`config.mk`:
```
export PLATFORM = sky130hd
export DESIGN_NAME = modular_arithmetic_unit
export DESIGN_NICKNAME = d
export VERILOG_FILES = /design/src/design/mau_pkg.sv /design/src/design/mau_datapath.sv /design/src/design/mau_ctrl.sv /design/src/design/modular_arithmetic_unit.sv
export VERILOG_INCLUDE_DIRS = /design/src /design/src/design
export SDC_FILE = /design/constraint.sdc
export NUM_CORES = 2
export LEC_CHECK = 0
export BUFFER_PORTS_ARGS = -buffer_cell sky130_fd_sc_hd__buf_4
export CAP_MARGIN = 20
export CORE_AREA = 4 4 495 497
export CTS_CLUSTER_SIZE = 28
export DETAILED_ROUTE_END_ITERATION = 7
export DIE_AREA = 0 0 499 501
export GPL_ROUTABILITY_DRIVEN = 0
export PLACE_DENSITY = 0.43
export RECOVER_POWER = 50
export REMOVE_ABC_BUFFERS = 1
export SLEW_MARGIN = 20
export SYNTH_ARGS = -nofsm -noshare
export SYNTH_HDL_FRONTEND = slang
export SYNTH_SLANG_ARGS = --single-unit
```
`constraint.sdc`:
```
create_clock -name aclk -period 10.24 [get_ports aclk]
set_clock_uncertainty 0.2 [all_clocks]
set_input_delay 2.048 -clock aclk [delete_from_list [all_inputs] [get_ports aclk]]
set_output_delay 2.048 -clock aclk [all_outputs]
set_load 0.05 [all_outputs]
```
`src/design/assert_macros.svh`:
```
// Assertion macros shared by the modular arithmetic unit.
// Each use names the clock aclk and the active-low reset aresetn of the module it sits in.
`ifndef ASSERT_MACROS_SVH
`define ASSERT_MACROS_SVH
// Property checked at every edge outside reset.
`define MAU_ASSERT(label, prop, msg) \
    label: assert property (@(posedge aclk) disable iff (!aresetn) prop) \
        else $error(msg);
// Condition that must hold in the cycle after a trigger.
`define MAU_ASSERT_NEXT(label, ante, cons, msg) \
    label: assert property (@(posedge aclk) disable iff (!aresetn) (ante) |=> (cons)) \
        else $error(msg);
`endif

```
`src/design/mau_pkg.sv`:
```
// Types, constants and helpers of the modular arithmetic unit.
// Used by mau_datapath, mau_ctrl, modular_arithmetic_unit and the testbench; depends on nothing.
package mau_pkg;

    localparam int MOD_W     = 31;
    localparam int DATA_W    = 64;
    localparam int CNT_W     = 7;
    localparam int PADDR_W   = 3;
    localparam int PDATA_W   = 32;

    localparam logic [MOD_W-1:0] MODULUS_RESET = 31'd998244353;
    localparam logic [CNT_W-1:0] RED_STEPS     = 7'd64;
    localparam logic [CNT_W-1:0] MUL_STEPS     = 7'd31;

    typedef enum logic [2:0] {
        ACT_ADD = 3'd0,
        ACT_SUB = 3'd1,
        ACT_MUL = 3'd2,
        ACT_DIV = 3'd3,
        ACT_POW = 3'd4,
        ACT_INV = 3'd5,
        ACT_NEG = 3'd6,
        ACT_RED = 3'd7
    } action_t;

    typedef enum logic [4:0] {
        CMD_NONE,
        CMD_LOAD,
        CMD_RED_A,
        CMD_FIX_A,
        CMD_RED_B,
        CMD_FIX_B,
        CMD_ARITH,
        CMD_MUL_AB,
        CMD_MUL_AU,
        CMD_RES_P,
        CMD_INV_INIT,
        CMD_DIV,
        CMD_EUC_UPD,
        CMD_POW_INIT,
        CMD_BASE_INV,
        CMD_MUL_ACC,
        CMD_MUL_SQ,
        CMD_TAKE_ACC,
        CMD_TAKE_SQ,
        CMD_RES_ACC,
        CMD_RES_INV,
        CMD_FAIL,
        CMD_SEND
    } cmd_t;

    typedef enum logic [4:0] {
        ST_IDLE,
        ST_RED_A,
        ST_WAIT_A,
        ST_RED_B,
        ST_WAIT_B,
        ST_DISPATCH,
        ST_MUL_WAIT,
        ST_INV_INIT,
        ST_INV_TEST,
        ST_DIV_WAIT,
        ST_POW_INIT,
        ST_POW_TEST,
        ST_ACC_WAIT,
        ST_SQ_START,
        ST_SQ_WAIT,
        ST_DONE
    } state_t;

    typedef struct packed {
        logic    ser_busy;
        logic    e_zero;
        logic    e_lsb;
        logic    right_neg;
        logic    y_zero;
        logic    x_one;
        logic    out_free;
        action_t action;
    } status_t;

    function automatic logic [DATA_W-1:0] magnitude(input logic [DATA_W-1:0] v);
        return v[DATA_W-1] ? (~v + 64'd1) : v;
    endfunction

    // Lift the remainder of a negative operand to its non-negative residue.
    function automatic logic [MOD_W-1:0] sign_fix(input logic neg,
                                                  input logic [MOD_W-1:0] r,
                                                  input logic [MOD_W-1:0] m);
        return (neg && (r != '0)) ? (m - r) : r;
    endfunction

endpackage

```
`src/design/mau_datapath.sv`:
```
// Datapath of the modular arithmetic unit: operand, Euclid and power registers,
// the bit-serial modular multiply / divide engine and the result register. Uses mau_pkg.
`include "assert_macros.svh"

module mau_datapath (
    input  logic                              aclk,
    input  logic                              aresetn,
    input  mau_pkg::cmd_t                     cmd,
    input  logic [mau_pkg::MOD_W-1:0]         modulus,
    input  logic [2:0]                        s_action,
    input  logic signed [mau_pkg::DATA_W-1:0] s_left_value,
    input  logic signed [mau_pkg::DATA_W-1:0] s_right_value,
    input  logic                              m_ready,
    output mau_pkg::status_t                  status,
    output logic                              m_valid,
    output logic [mau_pkg::MOD_W-1:0]         m_result_value,
    output logic                              m_failed
);

    localparam int MW = mau_pkg::MOD_W;
    localparam int DW = mau_pkg::DATA_W;
    localparam int PAD = DW - MW;

    logic [MW-1:0]    m_eff;
    logic [MW-1:0]    one_mod;

    mau_pkg::action_t act_reg, act_next;
    logic [DW-1:0]    left_reg, left_next, right_reg, right_next, e_reg, e_next;
    logic [MW-1:0]    a_reg, a_next, b_reg, b_next, acc_reg, acc_next, base_reg, base_next;
    logic [MW-1:0]    x_reg, x_next, y_reg, y_next, cu_reg, cu_next, cv_reg, cv_next;
    logic [MW-1:0]    rem_reg, rem_next, p_reg, p_next, addend_reg, addend_next;
    logic [DW-1:0]    sh_reg, sh_next;
    logic [mau_pkg::CNT_W-1:0] cnt_reg, cnt_next;
    logic             div_reg, div_next;
    logic [MW-1:0]    res_reg, res_next;
    logic             fail_reg, fail_next;
    logic             m_valid_reg, m_valid_next;
    logic [MW-1:0]    m_result_reg, m_result_next;
    logic             m_failed_reg, m_failed_next;

    // Serial engine step signals
    logic [MW:0]      rem_sh, rem_sub, dbl, dbl_r, sum, sum_r, arith_sum, arith_r, cv_diff;
    logic             div_ge, mbit;

    assign m_eff   = (modulus == '0) ? {{(MW-1){1'b0}}, 1'b1} : modulus;
    assign one_mod = {{(MW-1){1'b0}}, (m_eff != {{(MW-1){1'b0}}, 1'b1})};

    always_comb begin
        rem_sh  = {rem_reg, sh_reg[DW-1]};
        div_ge  = rem_sh >= {1'b0, y_reg};
        rem_sub = div_ge ? (rem_sh - {1'b0, y_reg}) : rem_sh;
        mbit    = div_reg ? div_ge : sh_reg[DW-1];
        dbl     = {p_reg, 1'b0};
        dbl_r   = (dbl >= {1'b0, m_eff}) ? (dbl - {1'b0, m_eff}) : dbl;
        sum     = dbl_r + (mbit ? {1'b0, addend_reg} : '0);
        sum_r   = (sum >= {1'b0, m_eff}) ? (sum - {1'b0, m_eff}) : sum;
    end

    always_comb begin
        unique case (act_reg)
            mau_pkg::ACT_ADD: arith_sum = {1'b0, a_reg} + {1'b0, b_reg};
            mau_pkg::ACT_SUB: arith_sum = {1'b0, a_reg} + {1'b0, m_eff} - {1'b0, b_reg};
            mau_pkg::ACT_NEG: arith_sum = {1'b0, m_eff} - {1'b0, a_reg};
            default:          arith_sum = {1'b0, a_reg};
        endcase
        arith_r = (arith_sum >= {1'b0, m_eff}) ? (arith_sum - {1'b0, m_eff}) : arith_sum;
        cv_diff = (cu_reg >= p_reg) ? ({1'b0, cu_reg} - {1'b0, p_reg})
                                    : ({1'b0, cu_reg} + {1'b0, m_eff} - {1'b0, p_reg});
    end

    always_comb begin
        act_next      = act_reg;
        left_next     = left_reg;
        right_next    = right_reg;
        e_next        = e_reg;
        a_next        = a_reg;
        b_next        = b_reg;
        acc_next      = acc_reg;
        base_next     = base_reg;
        x_next        = x_reg;
        y_next        = y_reg;
        cu_next       = cu_reg;
        cv_next       = cv_reg;
        rem_next      = rem_reg;
        p_next        = p_reg;
        addend_next   = addend_reg;
        sh_next       = sh_reg;
        cnt_next      = cnt_reg;
        div_next      = div_reg;
        res_next      = res_reg;
        fail_next     = fail_reg;
        m_result_next = m_result_reg;
        m_failed_next = m_failed_reg;
        m_valid_next  = (m_valid_reg && m_ready) ? 1'b0 : m_valid_reg;

        // advance the serial engine one bit
        if (cnt_reg != '0) begin
            cnt_next = cnt_reg - 1'b1;
            sh_next  = {sh_reg[DW-2:0], 1'b0};
            rem_next = rem_sub[MW-1:0];
            p_next   = sum_r[MW-1:0];
        end

        unique case (cmd)
            mau_pkg::CMD_LOAD: begin
                act_next   = mau_pkg::action_t'(s_action);
                left_next  = $unsigned(s_left_value);
                right_next = $unsigned(s_right_value);
            end
            mau_pkg::CMD_RED_A, mau_pkg::CMD_RED_B: begin
                sh_next     = mau_pkg::magnitude((cmd == mau_pkg::CMD_RED_A) ? left_reg
                                                                             : right_reg);
                addend_next = one_mod;
                cnt_next    = mau_pkg::RED_STEPS;
                div_next    = 1'b0;
                p_next      = '0;
                rem_next    = '0;
            end
            mau_pkg::CMD_FIX_A: a_next = mau_pkg::sign_fix(left_reg[DW-1], p_reg, m_eff);
            mau_pkg::CMD_FIX_B: b_next = mau_pkg::sign_fix(right_reg[DW-1], p_reg, m_eff);
            mau_pkg::CMD_ARITH: begin
                res_next  = arith_r[MW-1:0];
                fail_next = 1'b0;
            end
            mau_pkg::CMD_MUL_AB, mau_pkg::CMD_MUL_AU, mau_pkg::CMD_MUL_ACC,
            mau_pkg::CMD_MUL_SQ, mau_pkg::CMD_DIV: begin
                unique case (cmd)
                    mau_pkg::CMD_MUL_AB:  sh_next = {b_reg, {PAD{1'b0}}};
                    mau_pkg::CMD_MUL_AU:  sh_next = {cu_reg, {PAD{1'b0}}};
                    mau_pkg::CMD_MUL_ACC: sh_next = {acc_reg, {PAD{1'b0}}};
                    mau_pkg::CMD_MUL_SQ:  sh_next = {base_reg, {PAD{1'b0}}};
                    default:              sh_next = {x_reg, {PAD{1'b0}}};
                endcase
                unique case (cmd)
                    mau_pkg::CMD_MUL_ACC, mau_pkg::CMD_MUL_SQ: addend_next = base_reg;
                    mau_pkg::CMD_DIV:                          addend_next = cv_reg;
                    default:                                   addend_next = a_reg;
                endcase
                div_next = (cmd == mau_pkg::CMD_DIV);
                cnt_next = mau_pkg::MUL_STEPS;
                p_next   = '0;
                rem_next = '0;
            end
            mau_pkg::CMD_RES_P: begin
                res_next  = p_reg;
                fail_next = 1'b0;
            end
            mau_pkg::CMD_INV_INIT: begin
                x_next  = (act_reg == mau_pkg::ACT_DIV) ? b_reg : a_reg;
                y_next  = m_eff;
                cu_next = one_mod;
                cv_next = '0;
            end
            mau_pkg::CMD_EUC_UPD: begin
                x_next  = y_reg;
                y_next  = rem_reg;
                cu_next = cv_reg;
                cv_next = cv_diff[MW-1:0];
            end
            mau_pkg::CMD_POW_INIT: begin
                acc_next  = one_mod;
                base_next = a_reg;
                e_next    = mau_pkg::magnitude(right_reg);
            end
            mau_pkg::CMD_BASE_INV: base_next = cu_reg;
            mau_pkg::CMD_TAKE_ACC: acc_next = p_reg;
            mau_pkg::CMD_TAKE_SQ: begin
                base_next = p_reg;
                e_next    = {1'b0, e_reg[DW-1:1]};
            end
            mau_pkg::CMD_RES_ACC: begin
                res_next  = acc_reg;
                fail_next = 1'b0;
            end
            mau_pkg::CMD_RES_INV: begin
                res_next  = cu_reg;
                fail_next = 1'b0;
            end
            mau_pkg::CMD_FAIL: begin
                res_next  = '0;
                fail_next = 1'b1;
            end
            mau_pkg::CMD_SEND: begin
                m_valid_next  = 1'b1;
                m_result_next = res_reg;
                m_failed_next = fail_reg;
            end
            default: ;
        endcase
    end

    always_ff @(posedge aclk) begin
        if (!aresetn) begin
            cnt_reg     <= '0;
            m_valid_reg <= 1'b0;
        end else begin
            cnt_reg     <= cnt_next;
            m_valid_reg <= m_valid_next;
        end
    end

    always_ff @(posedge aclk) begin
        act_reg      <= act_next;
        left_reg     <= left_next;
        right_reg    <= right_next;
        e_reg        <= e_next;
        a_reg        <= a_next;
        b_reg        <= b_next;
        acc_reg      <= acc_next;
        base_reg     <= base_next;
        x_reg        <= x_next;
        y_reg        <= y_next;
        cu_reg       <= cu_next;
        cv_reg       <= cv_next;
        rem_reg      <= rem_next;
        p_reg        <= p_next;
        addend_reg   <= addend_next;
        sh_reg       <= sh_next;
        div_reg      <= div_next;
        res_reg      <= res_next;
        fail_reg     <= fail_next;
        m_result_reg <= m_result_next;
        m_failed_reg <= m_failed_next;
    end

    always_comb begin
        status.ser_busy  = (cnt_reg != '0);
        status.e_zero    = (e_reg == '0);
        status.e_lsb     = e_reg[0];
        status.right_neg = right_reg[DW-1];
        status.y_zero    = (y_reg == '0);
        status.x_one     = (x_reg == {{(MW-1){1'b0}}, 1'b1});
        status.out_free  = !m_valid_reg || m_ready;
        status.action    = act_reg;
    end

    assign m_valid        = m_valid_reg;
    assign m_result_value = m_result_reg;
    assign m_failed       = m_failed_reg;

    `MAU_ASSERT(a_fail_zero, (m_valid_reg && m_failed_reg |-> m_result_reg == '0), "failed result not zero")
    `MAU_ASSERT(a_result_range, (m_valid_reg |-> m_result_reg < m_eff), "result not below modulus")
    `MAU_ASSERT_NEXT(a_start_busy, (cmd == mau_pkg::CMD_DIV || cmd == mau_pkg::CMD_MUL_SQ), (cnt_reg != '0), "serial engine did not start")

endmodule

```
`src/design/mau_ctrl.sv`:
```
// Sequencer of the modular arithmetic unit: steps reduction, Euclid and power loops.
// Drives mau_datapath by command; uses mau_pkg.
module mau_ctrl (
    input  logic             aclk,
    input  logic             aresetn,
    input  logic             s_valid,
    output logic             s_ready,
    input  mau_pkg::status_t status,
    output mau_pkg::cmd_t    cmd
);

    mau_pkg::state_t state_reg, state_next;

    always_comb begin
        state_next = state_reg;
        unique case (state_reg)
            mau_pkg::ST_IDLE:   if (s_valid) state_next = mau_pkg::ST_RED_A;
            mau_pkg::ST_RED_A:  state_next = mau_pkg::ST_WAIT_A;
            mau_pkg::ST_WAIT_A: begin
                if (!status.ser_busy) begin
                    state_next = (status.action == mau_pkg::ACT_POW) ? mau_pkg::ST_POW_INIT
                                                                     : mau_pkg::ST_RED_B;
                end
            end
            mau_pkg::ST_RED_B:  state_next = mau_pkg::ST_WAIT_B;
            mau_pkg::ST_WAIT_B: if (!status.ser_busy) state_next = mau_pkg::ST_DISPATCH;
            mau_pkg::ST_DISPATCH: begin
                unique case (status.action)
                    mau_pkg::ACT_MUL:                  state_next = mau_pkg::ST_MUL_WAIT;
                    mau_pkg::ACT_DIV, mau_pkg::ACT_INV: state_next = mau_pkg::ST_INV_INIT;
                    default:                           state_next = mau_pkg::ST_DONE;
                endcase
            end
            mau_pkg::ST_MUL_WAIT: if (!status.ser_busy) state_next = mau_pkg::ST_DONE;
            mau_pkg::ST_INV_INIT: state_next = mau_pkg::ST_INV_TEST;
            mau_pkg::ST_INV_TEST: begin
                priority if (!status.y_zero) begin
                    state_next = mau_pkg::ST_DIV_WAIT;
                end else if (!status.x_one) begin
                    state_next = mau_pkg::ST_DONE;
                end else if (status.action == mau_pkg::ACT_DIV) begin
                    state_next = mau_pkg::ST_MUL_WAIT;
                end else if (status.action == mau_pkg::ACT_POW) begin
                    state_next = mau_pkg::ST_POW_TEST;
                end else begin
                    state_next = mau_pkg::ST_DONE;
                end
            end
            mau_pkg::ST_DIV_WAIT: if (!status.ser_busy) state_next = mau_pkg::ST_INV_TEST;
            mau_pkg::ST_POW_INIT: begin
                state_next = status.right_neg ? mau_pkg::ST_INV_INIT : mau_pkg::ST_POW_TEST;
            end
            mau_pkg::ST_POW_TEST: begin
                priority if (status.e_zero) state_next = mau_pkg::ST_DONE;
                else if (status.e_lsb)      state_next = mau_pkg::ST_ACC_WAIT;
                else                        state_next = mau_pkg::ST_SQ_WAIT;
            end
            mau_pkg::ST_ACC_WAIT: if (!status.ser_busy) state_next = mau_pkg::ST_SQ_START;
            mau_pkg::ST_SQ_START: state_next = mau_pkg::ST_SQ_WAIT;
            mau_pkg::ST_SQ_WAIT:  if (!status.ser_busy) state_next = mau_pkg::ST_POW_TEST;
            mau_pkg::ST_DONE:     if (status.out_free) state_next = mau_pkg::ST_IDLE;
            default:              state_next = mau_pkg::ST_IDLE;
        endcase
    end

    always_comb begin
        cmd     = mau_pkg::CMD_NONE;
        s_ready = 1'b0;
        unique case (state_reg)
            mau_pkg::ST_IDLE: begin
                s_ready = 1'b1;
                if (s_valid) cmd = mau_pkg::CMD_LOAD;
            end
            mau_pkg::ST_RED_A:  cmd = mau_pkg::CMD_RED_A;
            mau_pkg::ST_WAIT_A: if (!status.ser_busy) cmd = mau_pkg::CMD_FIX_A;
            mau_pkg::ST_RED_B:  cmd = mau_pkg::CMD_RED_B;
            mau_pkg::ST_WAIT_B: if (!status.ser_busy) cmd = mau_pkg::CMD_FIX_B;
            mau_pkg::ST_DISPATCH: begin
                unique case (status.action)
                    mau_pkg::ACT_MUL:                  cmd = mau_pkg::CMD_MUL_AB;
                    mau_pkg::ACT_DIV, mau_pkg::ACT_INV: cmd = mau_pkg::CMD_NONE;
                    default:                           cmd = mau_pkg::CMD_ARITH;
                endcase
            end
            mau_pkg::ST_MUL_WAIT: if (!status.ser_busy) cmd = mau_pkg::CMD_RES_P;
            mau_pkg::ST_INV_INIT: cmd = mau_pkg::CMD_INV_INIT;
            mau_pkg::ST_INV_TEST: begin
                priority if (!status.y_zero)              cmd = mau_pkg::CMD_DIV;
                else if (!status.x_one)                   cmd = mau_pkg::CMD_FAIL;
                else if (status.action == mau_pkg::ACT_DIV) cmd = mau_pkg::CMD_MUL_AU;
                else if (status.action == mau_pkg::ACT_POW) cmd = mau_pkg::CMD_BASE_INV;
                else                                      cmd = mau_pkg::CMD_RES_INV;
            end
            mau_pkg::ST_DIV_WAIT: if (!status.ser_busy) cmd = mau_pkg::CMD_EUC_UPD;
            mau_pkg::ST_POW_INIT: cmd = mau_pkg::CMD_POW_INIT;
            mau_pkg::ST_POW_TEST: begin
                priority if (status.e_zero) cmd = mau_pkg::CMD_RES_ACC;
                else if (status.e_lsb)      cmd = mau_pkg::CMD_MUL_ACC;
                else                        cmd = mau_pkg::CMD_MUL_SQ;
            end
            mau_pkg::ST_ACC_WAIT: if (!status.ser_busy) cmd = mau_pkg::CMD_TAKE_ACC;
            mau_pkg::ST_SQ_START: cmd = mau_pkg::CMD_MUL_SQ;
            mau_pkg::ST_SQ_WAIT:  if (!status.ser_busy) cmd = mau_pkg::CMD_TAKE_SQ;
            mau_pkg::ST_DONE:     if (status.out_free) cmd = mau_pkg::CMD_SEND;
            default:              cmd = mau_pkg::CMD_NONE;
        endcase
    end

    always_ff @(posedge aclk) begin
        if (!aresetn) begin
            state_reg <= mau_pkg::ST_IDLE;
        end else begin
            state_reg <= state_next;
        end
    end

endmodule

```
`src/design/modular_arithmetic_unit.sv`:
```
// Modular arithmetic unit: add, sub, mul, div, signed pow, inverse, negate and reduce of
// signed 64-bit operands modulo a 31-bit modulus (0 or 1 act as 1). One request at a time;
// every operand reduction, modular product and Euclid step runs through one bit-serial
// shift-and-add engine, and pow with a negative exponent first takes an inverse. A finished
// result waits in the output register while the next request enters. Uses mau_pkg,
// mau_ctrl and mau_datapath; modulus is written over the APB-style port.
module modular_arithmetic_unit (
    input  logic                               aclk,
    input  logic                               aresetn,
    input  logic                               s_valid,
    output logic                               s_ready,
    input  logic [2:0]                         s_action,
    input  logic signed [mau_pkg::DATA_W-1:0]  s_left_value,
    input  logic signed [mau_pkg::DATA_W-1:0]  s_right_value,
    output logic                               m_valid,
    input  logic                               m_ready,
    output logic [mau_pkg::MOD_W-1:0]          m_result_value,
    output logic                               m_failed,
    input  logic                               psel,
    input  logic                               penable,
    input  logic                               pwrite,
    input  logic [mau_pkg::PADDR_W-1:0]        paddr,
    input  logic [mau_pkg::PDATA_W-1:0]        pwdata,
    output logic [mau_pkg::PDATA_W-1:0]        prdata,
    output logic                               pready
);

    logic [mau_pkg::MOD_W-1:0] modulus_reg, modulus_next;
    logic                      sel_modulus;
    mau_pkg::status_t          status;
    mau_pkg::cmd_t             cmd;

    assign pready      = 1'b1;
    assign sel_modulus = (paddr[mau_pkg::PADDR_W-1] == 1'b0);

    always_comb begin
        modulus_next = modulus_reg;
        if (psel && penable && pwrite && sel_modulus) modulus_next = pwdata[mau_pkg::MOD_W-1:0];
    end

    always_ff @(posedge aclk) begin
        if (!aresetn) begin
            modulus_reg <= mau_pkg::MODULUS_RESET;
        end else begin
            modulus_reg <= modulus_next;
        end
    end

    assign prdata = sel_modulus ? {1'b0, modulus_reg} : '0;

    mau_ctrl u_ctrl (
        .aclk    (aclk),
        .aresetn (aresetn),
        .s_valid (s_valid),
        .s_ready (s_ready),
        .status  (status),
        .cmd     (cmd)
    );

    mau_datapath u_datapath (
        .aclk           (aclk),
        .aresetn        (aresetn),
        .cmd            (cmd),
        .modulus        (modulus_reg),
        .s_action       (s_action),
        .s_left_value   (s_left_value),
        .s_right_value  (s_right_value),
        .m_ready        (m_ready),
        .status         (status),
        .m_valid        (m_valid),
        .m_result_value (m_result_value),
        .m_failed       (m_failed)
    );

endmodule

```
==> key figures <==
Clocking
  – Clock H-tree levels: 3
  – Clock root buffer: clkbuf_16
  – Setup repair bufs after CTS: 0
  – CTS Buffer Depth: 3
  – CTS Hold Bufs: 0
  – Clock edge transition at the registers on the reported setup and hold paths: 0.06 ns
  – Quantity of gates resized following cts: 0
  – Number of clock sinks seen by CTS: 708
  – TritonCTS Buffers: 87
  – TritonCTS clock tree: done
  – Clock latency on the worst-skew pair: 0.73 ns

Drt
  – Remaining antenna violation count after routing: 0
  – Vias after detailed routing: 49100
  – Drt first-iter violations: 5057
  – Number of design rule violations left after detail routing: 0
  – Post-detailed-route via-to-cell ratio: 5.09
  – Post-Route WL: 228000 um
  – Average wire per cell in the routed design: 23.6 um
  – Detailed-router iteration count before antenna repair: 8

Yosys
  – Most used flip-flop cell after synthesis: edfxtp_1
  – Compound-gate portion of the synthesized area: 20.6%
  – Most area-hungry cell type in the Yosys netlist: edfxtp_1
  – Synthesis Warnings: 0
  – Fraction of synthesized cell area in xor and xnor cells: 6.27%
  – Largest cells by area after synthesis: edfxtp_1 (33%), ha_1 (8.5%), o21ai_0 (4.3%)
  – Register bit total from synthesis: 708
  – Largest family of logic cells by synthesized area: compound AO/OA/AOI/OAI gates
  – Share of the synthesized area in the top cell type: 32.9%
  – Post-synthesis instance area: 0.0550 mm^2
  – Yosys cell types: 99
  – Gate Count Post-Synth: 6103
  – Area share of and/or/nand/nor cells after synthesis: 16.3%
  – Async set-or-reset flop fraction in the synthesized netlist: 0%
  – Adder-Cell Fraction of Synth Area: 11.0%
  – Share of synthesized area spent on multiplexers: 3.98%
  – Number of synthesized flops with an enable pin: 603
  – Synthesized area per cell: 9.02 um^2
  – Share of synthesized area occupied by flip-flops and latches: 36.7%

Hold path
  – Cell depth of the worst min-delay path: 0
  – Origin of the worst min-delay path: u_datapath.res_reg[23]
  – WHS Endpoint: u_datapath.m_result_value[23]
  – Path category of the worst min-delay check: reg -> reg

Timing
  – Slew at the pin closest to its max-slew limit: 3.90 ns
  – Shortest period the worst path allows: 9.66 ns
  – Worst hold slack: 0.219 ns
  – Number of setup violations in the final report: 0
  – Final slew viol count: 203
  – Fraction of the cycle the final worst path needs: 94.3%
  – Number of hold-slack violations in the final timing report: 0
  – Relative slew slack: -160%
  – Maximum clock rate: 104 MHz

Critical path
  – Worst EP arrival: 10.01 ns
  – Slowest-stage cell, CP: or3b_2
  – Cell with the most instances on the worst path: buf_4
  – Sort of element at the start of the critical path: register
  – Source of the critical timing path: modulus_reg[29]
  – Start of the worst register-to-register path: modulus_reg[29]
  – WS Path Type: reg -> reg
  – Critical path buffer and inverter count: 8
  – Flop2flop setup slack: 0.58 ns
  – Max Fanout on Critical Path: 31
  – Worst path required time: 10.60 ns
  – Critical R2R Capture: u_datapath.p_reg[3]
  – Endpoint type of the worst setup path: register
  – Max stage delay on crit path: 0.48 ns
  – Family with the most delay on the worst path: simple AND/OR/NAND/NOR gates
  – Cells on worst reg2reg path: 43

Floorplan
  – Y dimension of the die: 501 um
  – Placeable core region: 0.240 mm^2
  – Die area: 0.250 mm^2
  – Top-level I/O count: 240
  – FP Rows: 180
  – Initial core utilization: 22.9%
  – Floorplan die width: 499 um

Global route
  – Vias in the first global route: 46900
  – Antenna violations before repair: 16
  – Maximum number of pins on one net before global-route repair: 143
  – All-Layer GR Usage: 17.4%
  – Wire length of the first global-routing pass: 322000 um
  – Global route total overflow: 0

Final layout
  – Final cell area excluding filler cells: 0.0647 mm^2
  – Number of fill cells in the layout: 25700
  – Layout net count: 6991
  – Signed area change from the synthesized netlist to the final layout: 17.5%
  – Final instance count without filler cells: 9636
  – Share of post-route cells with drive strength above 1: 12.0%

Run
  – Max cap viols: 5

Power and ir drop
  – IR drop worst, VDD: 0.000300 V
  – Total power: 23700 uW
  – Static Leak: 0.0249 uW
  – Power density over cell area: 366 mW/mm^2

Place
  – Post-detailed-placement half-perimeter wirelength: 179000 um
  – Post-Place Cell Area: 0.0617 mm^2
  – Placed cells: 9462
  – Count of port buffers added during placement: 234

Status
  – Failing checks: max-capacitance violations, max-slew violations
  – Status: finished, violations left
-- worst max-delay path by stage --
| stage | end | slack (ns) | depth (start not counted) |
|---|---|---|---|
| 2_1_floorplan | u_datapath.sh_reg[33] | -7.91 | 6 |
| 3_3_place_gp | u_datapath.p_reg[2] | 0.04 | 42 |
| 3_5_place_dp | u_datapath.p_reg[2] | 0.19 | 42 |
| 4_1_cts | u_datapath.p_reg[2] | 0.13 | 42 |
| 5_1_grt | u_datapath.p_reg[15] | -0.03 | 44 |
| 6_report | u_datapath.p_reg[3] | 0.58 | 43 |
-- cell type report --
type / instances / area [um^2] / area share (%)
Antenna cell: 4 / 10.0 / 0.0155
Clock buffer: 112 / 2370 / 3.67
Clock inverter: 49 / 572 / 0.884
Inverter: 406 / 1530 / 2.36
Multi-Input combinational cell: 4677 / 32300 / 49.9
Sequential cell: 708 / 20200 / 31.3
Tap cell: 3185 / 3990 / 6.16
Timing Repair Buffer: 495 / 3690 / 5.71
-- placed cells by master (no fill, tap or decap), types with 35 or more instances in the layout --
cell type / instances
a211oi_1: 95
a21boi_0: 44
a21o_1: 127
a21oi_1: 443
a222oi_1: 52
a22oi_1: 83
a31oi_1: 58
and2_1: 80
buf_4: 347
clkbuf_16: 88
clkbuf_4: 128
dfxtp_1: 105
edfxtp_1: 603
fa_1: 70
ha_1: 373
inv_1: 402
mux2_2: 57
mux2i_1: 154
nand2_1: 564
nand2b_1: 59
nand3_1: 120
nand4_1: 47
nor2_1: 435
nor2b_1: 72
nor3_1: 176
nor4_1: 77
o211ai_1: 35
o21a_1: 46
o21ai_0: 466
o21bai_1: 46
o31ai_1: 52
or3_1: 53
xnor2_1: 203
xor2_1: 190
-- where the power goes --
| group | total (uW) | switching, uW | internal [uW] |
|---|---|---|---|
| Clock | 3260 | 1420 | 1840 |
| Sequential | 4620 | 577 | 4040 |
| Combinational | 15800 | 9250 | 6560 |
| Total | 23700 | 11200 | 12400 |
-- cell families (layout without fill, tap and decap cells) --
group           Yosys count  count (layout)
other cells               2               6
xor+xnor                394             394
buf+inv                 718            1062
fa+ha+maj               443             443
flops                   708             708
compound gates         1764            1764
mux                     212             212
simple gates           1862            1862
-- cells in the mapped netlist, types with 14 or more instances --
library cell / number
edfxtp_1: 603
nand4_1: 47
xor2_1: 191
a21boi_0: 44
a22oi_1: 83
fa_1: 70
and3_1: 30
nand2_1: 566
a21oi_1: 443
o21ai_0: 470
o21a_1: 46
or2_2: 21
nor4_1: 79
o211ai_1: 35
o21bai_1: 46
dfxtp_1: 105
inv_1: 402
buf_2: 28
o31ai_1: 54
o41ai_1: 14
nand3_1: 121
mux2i_1: 155
a221o_1: 33
or3_1: 53
nor2_1: 443
a31oi_1: 60
xnor2_1: 203
nor3_1: 182
a221oi_1: 14
a222oi_1: 52
mux2_2: 57
ha_1: 373
or4_1: 18
a21o_1: 127
and2_1: 94
a211oi_1: 97
nor2b_1: 73
clkbuf_1: 262
nand2b_1: 59
-- per-layer routing --
metal	GRT usage [%]	wire, um
met2	25.2	92400
met1	25.9	108000
met5	0	13
met3	3.01	19100
met4	5.70	7810
-- through the flow --
stage	setup slack (ns)	util (%)	setup TNS, ns
after floorplan	-7.91	-	-483.55
after global placement	0.0409	25.7	0
after detailed placement	0.191	25.7	0
after CTS	0.133	26.9	0
after global routing	-0.0300	26.9	-0.0533
final	0.584	26.9	0
-- worst register-to-register path, delay by kind of cell (launching register included) --
family,cells,cell delay (ns)
AND/OR/NAND/NOR,14,3.11
AO/OA/AOI/OAI,15,2.77
buffers and inverters,8,1.45
adder cells (fa/ha/maj),4,1.13
flip-flops,1,0.36
multiplexers,1,0.33
XOR/XNOR,1,0.18
Note: power is estimated with default switching activity, not from simulation.
